### src/rtl/mks_pkg.sv
// types shared by the record sorter modules
package mks_pkg;

    localparam int NUM_W   = 16;
    localparam int DIFF_W  = 8;
    localparam int PRICE_W = 32;

    // packed so that the order number sits in the lowest bits
    typedef struct packed {
        logic [PRICE_W-1:0] price;
        logic [DIFF_W-1:0]  difficulty;
        logic [NUM_W-1:0]   number;
    } record_t;

    localparam int REC_W = $bits(record_t);

    typedef struct packed {
        logic insert;
        logic set_ovf;
        logic pop;
        logic clear;
    } cmd_t;

    typedef struct packed {
        logic full;
        logic last;
    } status_t;

    // true when a must be placed strictly before b
    function automatic logic sorts_before(record_t a, record_t b);
        logic result;
        if (a.price != b.price) begin
            result = a.price > b.price;
        end else if (a.difficulty != b.difficulty) begin
            result = a.difficulty < b.difficulty;
        end else begin
            result = a.number < b.number;
        end
        return result;
    endfunction

endpackage

### src/rtl/mks_ctrl.sv
// controller: collects records until the final one, then drains the sorted chain
module mks_ctrl import mks_pkg::*; (
    input  logic    aclk,
    input  logic    aresetn,
    input  logic    s_tvalid,
    input  logic    s_tlast,
    output logic    s_tready,
    output logic    m_tvalid,
    input  logic    m_tready,
    input  status_t status,
    output cmd_t    cmd
);

    typedef enum logic {
        ST_COLLECT,
        ST_EMIT
    } state_t;

    state_t state_reg, state_next;
    logic   s_tready_reg, s_tready_next;
    logic   m_tvalid_reg, m_tvalid_next;

    always_comb begin
        state_next    = state_reg;
        s_tready_next = s_tready_reg;
        m_tvalid_next = m_tvalid_reg;
        cmd           = '0;
        unique case (state_reg)
            ST_COLLECT: begin
                if (s_tvalid && s_tready_reg) begin
                    cmd.insert  = !status.full;
                    cmd.set_ovf = status.full;
                    if (s_tlast) begin
                        state_next    = ST_EMIT;
                        s_tready_next = 1'b0;
                        m_tvalid_next = 1'b1;
                    end
                end
            end
            ST_EMIT: begin
                if (m_tready) begin
                    cmd.pop = 1'b1;
                    if (status.last) begin
                        cmd.clear     = 1'b1;
                        state_next    = ST_COLLECT;
                        s_tready_next = 1'b1;
                        m_tvalid_next = 1'b0;
                    end
                end
            end
            default: begin
                state_next = ST_COLLECT;
            end
        endcase
    end

    always_ff @(posedge aclk) begin
        if (!aresetn) begin
            state_reg    <= ST_COLLECT;
            s_tready_reg <= 1'b1;
            m_tvalid_reg <= 1'b0;
        end else begin
            state_reg    <= state_next;
            s_tready_reg <= s_tready_next;
            m_tvalid_reg <= m_tvalid_next;
        end
    end

    assign s_tready = s_tready_reg;
    assign m_tvalid = m_tvalid_reg;

endmodule

### config.mk
export PLATFORM = sky130hd
export DESIGN_NAME = mks_ctrl
export DESIGN_NICKNAME = d
export VERILOG_FILES = /design/src/rtl/mks_pkg.sv /design/src/rtl/mks_ctrl.sv
export SDC_FILE = /design/constraint.sdc
export NUM_CORES = 1
export LEC_CHECK = 0
export ABC_AREA = 1
export BUFFER_PORTS_ARGS = -buffer_cell sky130_fd_sc_hd__buf_2
export CAP_MARGIN = 20
export CORE_AREA = 5 5 42 44
export CTS_CLUSTER_DIAMETER = 100
export DETAILED_ROUTE_END_ITERATION = 16
export DIE_AREA = 0 0 47 49
export PLACE_DENSITY = 0.39
export SLEW_MARGIN = 5
export SYNTH_ARGS = -nofsm -noshare
export SYNTH_HDL_FRONTEND = slang
export SYNTH_SLANG_ARGS = --single-unit
### constraint.sdc
create_clock -name aclk -period 2.45 [get_ports aclk]
set_clock_uncertainty 0.15 [all_clocks]
set_input_delay 0.1225 -clock aclk [delete_from_list [all_inputs] [get_ports aclk]]
set_output_delay 0.1225 -clock aclk [all_outputs]
set_load 0.1 [all_outputs]
==> summary.txt, run 1 <==
STA
  • Final-report hold violation count: 0
  • Final Max Tran Viols: 0
  • Relative max-transition margin: roughly two thirds
  • Min Hold Slack: 42.1 ps
  • FMAX: 0.652 GHz
  • Min cycle time layout: 1530 ps
  • RSZ-0062 raised after global routing: false
  • Fin crit share: 62.6%
  • Worst-Margin Slew: 486 ps
  • Final setup viols: 0

Worst hold path
  • Hold Path End: state_reg
  • Hold path cells: 4
  • HP Class: in2reg
  • Hold Path Origin: m_tready

CTS
  • Clk sink count: 3
  • Clock root buffer: clkbuf_4
  • Clk buf depth: 2
  • Post-CTS Setup Inserts: 0
  • Hold Buf Count CTS: 1
  • CTS tree: built
  • H-tree depth: 1
  • Later-pin clock latency in the skew report: 230 ps
  • Reg clk slew, reported paths: 40 ps
  • # resized after CTS: 0
  • Num CTS Buffers: 3

Layout
  • Area occupied by multi-input gates: ~86 um^2
  • N_diodes: 0
  • Fin nets: 50
  • Layout Cells excl Fill: 58
  • Share of cells above drive strength 1: 47.6%
  • # fillers: around 180
  • Most common cell after layout, fill and taps aside: buf_2
  • Register Area: 60.1 um^2
  • Area Growth Syn to Fin: 72.1%
  • Most frequent cells in the layout: 12 x buf_2, 7 x nand2_1

Critical path
  • Reg2Reg Setup Slack: between 1000 and 1500 ps
  • WS Path Type: reg2out
  • CP Max Fanout: 4
  • CP Launch Type: flop
  • Critical R2R Capture: s_tready
  • Worst reg2reg startpoint: state_reg
  • CP Data Arrival Time: 1260 ps
  • Critical Path RT: 2180 ps
  • Worst r2r path cells: 6
  • CP Capture Type: output pin

Global route
  • Gr ovfl total: 0
  • Largest net degree at the start of global routing: 5
  • GRT Util Overall: slightly below 5%
  • Vias in the first global route: 204
  • Antenna violations before repair: 0
  • Global-route wire length before repair: 738 um

Die
  • Core area: 1400 um^2
  • Initial Utilization: 11.5%
  • Die area: 2300 um^2
  • Io pins: 13
  • Die height: around 49 um
  • Die width: approximately 47 um
  • FP Rows: 14

Run status
  • Status: completed

Logic synthesis
  • Synth Cell Area: 161 um^2
  • Syn_nets: 32
  • Post-Syn Area per Cell: 6.46 um^2
  • Cell count after synthesis: 25
  • Synth Register Bits: 3
  • Total number of yosys warnings: 0
  • Post-synthesis sequential area ratio: 37.2%
  • Post-synthesis cell type count: 9

Detailed routing
  • Initial DRC Count: 1
  • Vias per cell: 3.47
  • Drt pass-1 iters: 2
  • Final wirelength: 433 um
  • Via count: 201
  • DRC viols: 0
  • Wirelength per Cell: 7.47 um
  • Post-route ant nets: 0

Pwr
  • Clock power share: 34.4%
  • Sequential power share: between 20% and 30%
  • Pwr/cell area: 905 nW/um^2
  • P_sw: 0.115 mW
  • Internal Pwr Total: 0.137 mW
  • Switching part of the total: a little under half
  • Leak pwr: 0.157 nW
  • Combinational Power Share: 41.8%
  • Worst VDD drop: 0.201 mV

Place
  • Number of buffers added on ports: 12
  • DP Cell Count: 53
  • Gp weighted congestion: 0.608
  • Dpl hpwl: 381 um

Job
  • Maxcap violations: 0
## layer usage
metal  vias up  global-route usage (%)  wire length (um)  share of wire, %
li1        111                       -                 -                 -
met4         0                    5.53                 0                 0
met1        83                    4.81               160                37
met2         7                    6.11               214                49
met3         0                    3.32                58                13
met5         -                       0                 0                 0
## cell families (layout without fill, tap and decap cells)
logic type / Yosys count / count (layout) / synth area share [%]
buffers and inverters: 4 / 21 / 9.30
and+or+nand+nor: 15 / 15 / 44.2
DFF: 3 / 3 / 37.2
AOI/OAI and AO/OA: 3 / 3 / 9.30
## area by class of cell
class,instances,share of cell area [%]
multi-input combinational,18,31.1
timing repair buffer,13,25.2
sequential,3,21.6
clock buffer,4,9.46
tap,16,7.21
inverter,4,5.41
## power by group through the flow
stage / sequential (mW) / clock (mW) / combinational, mW
6_report: 0.0598 / 0.0865 / 0.105
5_1_grt: 0.0614 / 0.100 / 0.113
4_1_cts: 0.0599 / 0.0900 / 0.106
3_5_place_dp: 0.0606 / 0 / 0.105
3_3_place_gp: 0.0607 / 0 / 0.105
2_1_floorplan: 0.0903 / 0 / 0.0575
## worst max-delay path: stages (launching register included)
cell,delay [ps]
dfxtp_1,370
inv_2,70
nor2_1,140
buf_2,450
## worst max-delay path by stage
stage | start | end | slack (ps) | cells past startpoint
2_1_floorplan | s_tready | cmd[2] | -290 | 2
3_3_place_gp | state_reg | cmd[0] | 1160 | 3
3_5_place_dp | state_reg | cmd[0] | 1150 | 3
4_1_cts | state_reg | cmd[0] | 890 | 3
5_1_grt | state_reg | cmd[2] | 810 | 4
6_report | state_reg | cmd[0] | 920 | 3
## per-stage QoR
step | total power, mW | TNS, ps | utilization (%) | worst slack [ps] | cell area, um^2
final | 0.251 | 0 | 19.8 | 915 | 278
after global routing | 0.274 | 0 | 19.8 | 808 | 278
after CTS | 0.256 | 0 | 19.8 | 893 | 278
after detailed placement | 0.165 | 0 | 17.2 | 1150 | 241
after global placement | 0.166 | 0 | 17.2 | 1160 | 241
after floorplan | 0.148 | -574 | - | -287 | 161
## cell usage after synthesis
cell | count | share of area [%]
nor2_1 | 3 | 7.0
nand2_1 | 7 | 16
nand3_2 | 1 | 6.2
nand2_2 | 3 | 12
dfxtp_1 | 3 | 37
inv_1 | 3 | 7.0
nand3_1 | 1 | 3.1
inv_2 | 1 | 2.3
a21oi_1 | 3 | 9.3
(Power assumes the default switching activity.)
==> inputs of run 2 (changes only) <==
Settings changed: PLACE_DENSITY 0.39 to 0.4.
Clock period 2.45 ns to 1.35 ns, I/O delays scaled along.
==> summary.txt, run 2 (synthesis gave the netlist of run 1 again) <==
Detailed routing
  • WL met3: 63 um (+8.6%)
  • Wirelength per Cell: 8.42 um (+13%)
  • Met2 WL: 243 um (+14%)
  • Highest Signal Layer: met3
  • Post-route ant nets: 0 (unchanged)
  • Drt pass-1 iters: 4 (+2)
  • DRC viols: 0 (unchanged)
  • Vias per cell: 3.63 (+4.7%)
  • Via count: 214 (+6.5%)
  • Initial DRC Count: 1 (unchanged)
  • Routed met1 length: 190 um (+19%)
  • Final wirelength: 497 um (+15%)

Die
  • Io pins: 13 (unchanged)
  • Die height: 49 um (unchanged)
  • Core area: 1400 um^2 (unchanged)
  • Initial Utilization: 11.5% (unchanged)
  • Die area: 2300 um^2 (unchanged)
  • Die width: 47 um (unchanged)
  • FP Rows: 14 (unchanged)

Layout
  • Area Growth Syn to Fin: 138%
  • Fin nets: 51 (+2.0%)
  • Register Area: 66.3 um^2 (+10%)
  • Share of cells above drive strength 1: 62.8% (+15 points)
  • Finished Cell Area: 384 um^2 (+38%)
  • N_diodes: 0 (unchanged)
  • Most common cell after layout, fill and taps aside: buf_2
  • Area occupied by multi-input gates: 116 um^2 (+35%)
  • Final Core Density: 27.4% (+7.6 points)
  • # fillers: 164 (-7.3%)
  • Most frequent cells in the layout: 8 x buf_2, 7 x nand2_1, 4 x buf_12

Critical path
  • Critical R2R Capture: s_tready
  • CP Capture Type: output pin
  • CP Data Arrival Time: 1050 ps (-210 ps)
  • Critical path depth: 4 (+1)
  • Slowest cell on the critical path: dfxtp_2
  • CP Launch Type: flop
  • Cells along the critical path: inv_4 -> nand3_4 -> nor2_4 -> buf_12
  • Critical Path RT: 1130 ps (-1050 ps)
  • Max incr delay on CP: 340 ps (-110 ps)
  • Buf/Inv on CP: 2 (unchanged)
  • WS Path Type: reg2out
  • Cell family with most CP delay: flip-flops
  • Reg2Reg Setup Slack: 200 ps (-1190 ps)
  • Worst reg2reg startpoint: state_reg
  • Worst r2r path cells: 7 (+1)
  • CP Max Fanout: 4 (unchanged)

STA
  • Fin crit share: 94.0%
  • Final Max Tran Viols: 0 (unchanged)
  • Worst-Margin Slew: 486 ps (+0.158 ps)
  • Final setup viols: 0 (unchanged)
  • Relative max-transition margin: 67.8% (about the same)
  • Setup TNS: 0 ps (unchanged)
  • Min cycle time layout: approximately 1300 ps
  • FMAX: between 0.7 and 0.8 GHz
  • Final-report hold violation count: 0 (unchanged)
  • RSZ-0062 raised after global routing: false

Place
  • Number of buffers added on ports: 12 (unchanged)
  • Gp weighted congestion: 0.560 (-7.8%)
  • Placed Area: 337 um^2 (+39%)

Worst hold path
  • HP Class: in2reg
  • Hold path cells: 4 (unchanged)
  • Hold Path End: state_reg
  • Hold Path Origin: m_tready

Global route
  • Gr ovfl total: 0 (unchanged)
  • Vias in the first global route: 210 (+2.9%)
  • Global-route wire length before repair: 772 um (+4.6%)
  • Antenna violations before repair: 0 (unchanged)
  • Largest net degree at the start of global routing: 5 (unchanged)
  • GRT Util Overall: 4.86% (-0.067 points)

CTS
  • Later-pin clock latency in the skew report: 230 ps (about the same)
  • H-tree depth: 1 (unchanged)
  • CTS tree: built
  • Reg clk slew, reported paths: 40 ps (about the same)
  • Clk sink count: 3 (unchanged)
  • Clk buf depth: 2 (unchanged)
  • Clock root buffer: clkbuf_4
  • Num CTS Buffers: 3 (unchanged)

Pwr
  • Pwr/cell area: 1340 nW/um^2 (+48%)
  • Leak pwr: 0.178 nW (+13%)
  • Worst VDD drop: 0.520 mV (+160%)

Job
  • Maxcap violations: 0 (unchanged)

Run status
  • Status: completed
run 2: layout make-up:
cell class                 instances  area share, %
multi-input combinational         18           30.3
timing repair buffer              14           35.8
clock buffer                       4           6.84
inverter                           4           4.56
tap                               16           5.21
sequential                         3           17.3
run 2: routing by layer:
layer  track usage [%]  up-vias
met5                 0        -
met4              4.15        0
met3              2.95        0
met2              6.56        8
met1              5.04       94
li1                  -      112
run 2: worst max-delay path by stage:
stage | from | end | slack [ps]
finish | state_reg | cmd[3] | 80
global route | state_reg | cmd[2] | 10
CTS | state_reg | cmd[3] | 1
detailed placement | state_reg | s_tready | 170
global placement | state_reg | s_tready | 190
floorplan | s_tready | cmd[2] | -60
run 2: where the power goes:
group,switching (mW),total (mW),internal (mW),leakage [nW]
sequential,0.0110,0.114,0.103,0.0255
combinational,0.172,0.245,0.0728,0.137
clock,0.0451,0.156,0.111,0.0150
total,0.228,0.514,0.286,0.178
run 2: stage by stage:
step	hold WS (ps)	worst slack (ps)	instances	total power [mW]
after global placement	93.2	193	53	0.352
after floorplan	-14.3	-58.4	25	0.288
final	39.8	80.7	59	0.514
after global routing	49.3	14.0	59	0.551
after detailed placement	89.0	175	53	0.353
after CTS	49.2	1.24	59	0.524
run 2: tightest hold or removal path, cell delays in order:
cell and delay, ps:
buf_2 90, nand2_1 90, nand2_1 80, a21oi_1 50
run 2: repair_timing:
action,4_1_cts,5_1_grt
setup buffers,1,0
hold buffers,1,0
pin swaps,0,3
hold endpoints to repair,3,0
setup endpoints to repair,2,2
gates resized for setup,0,2
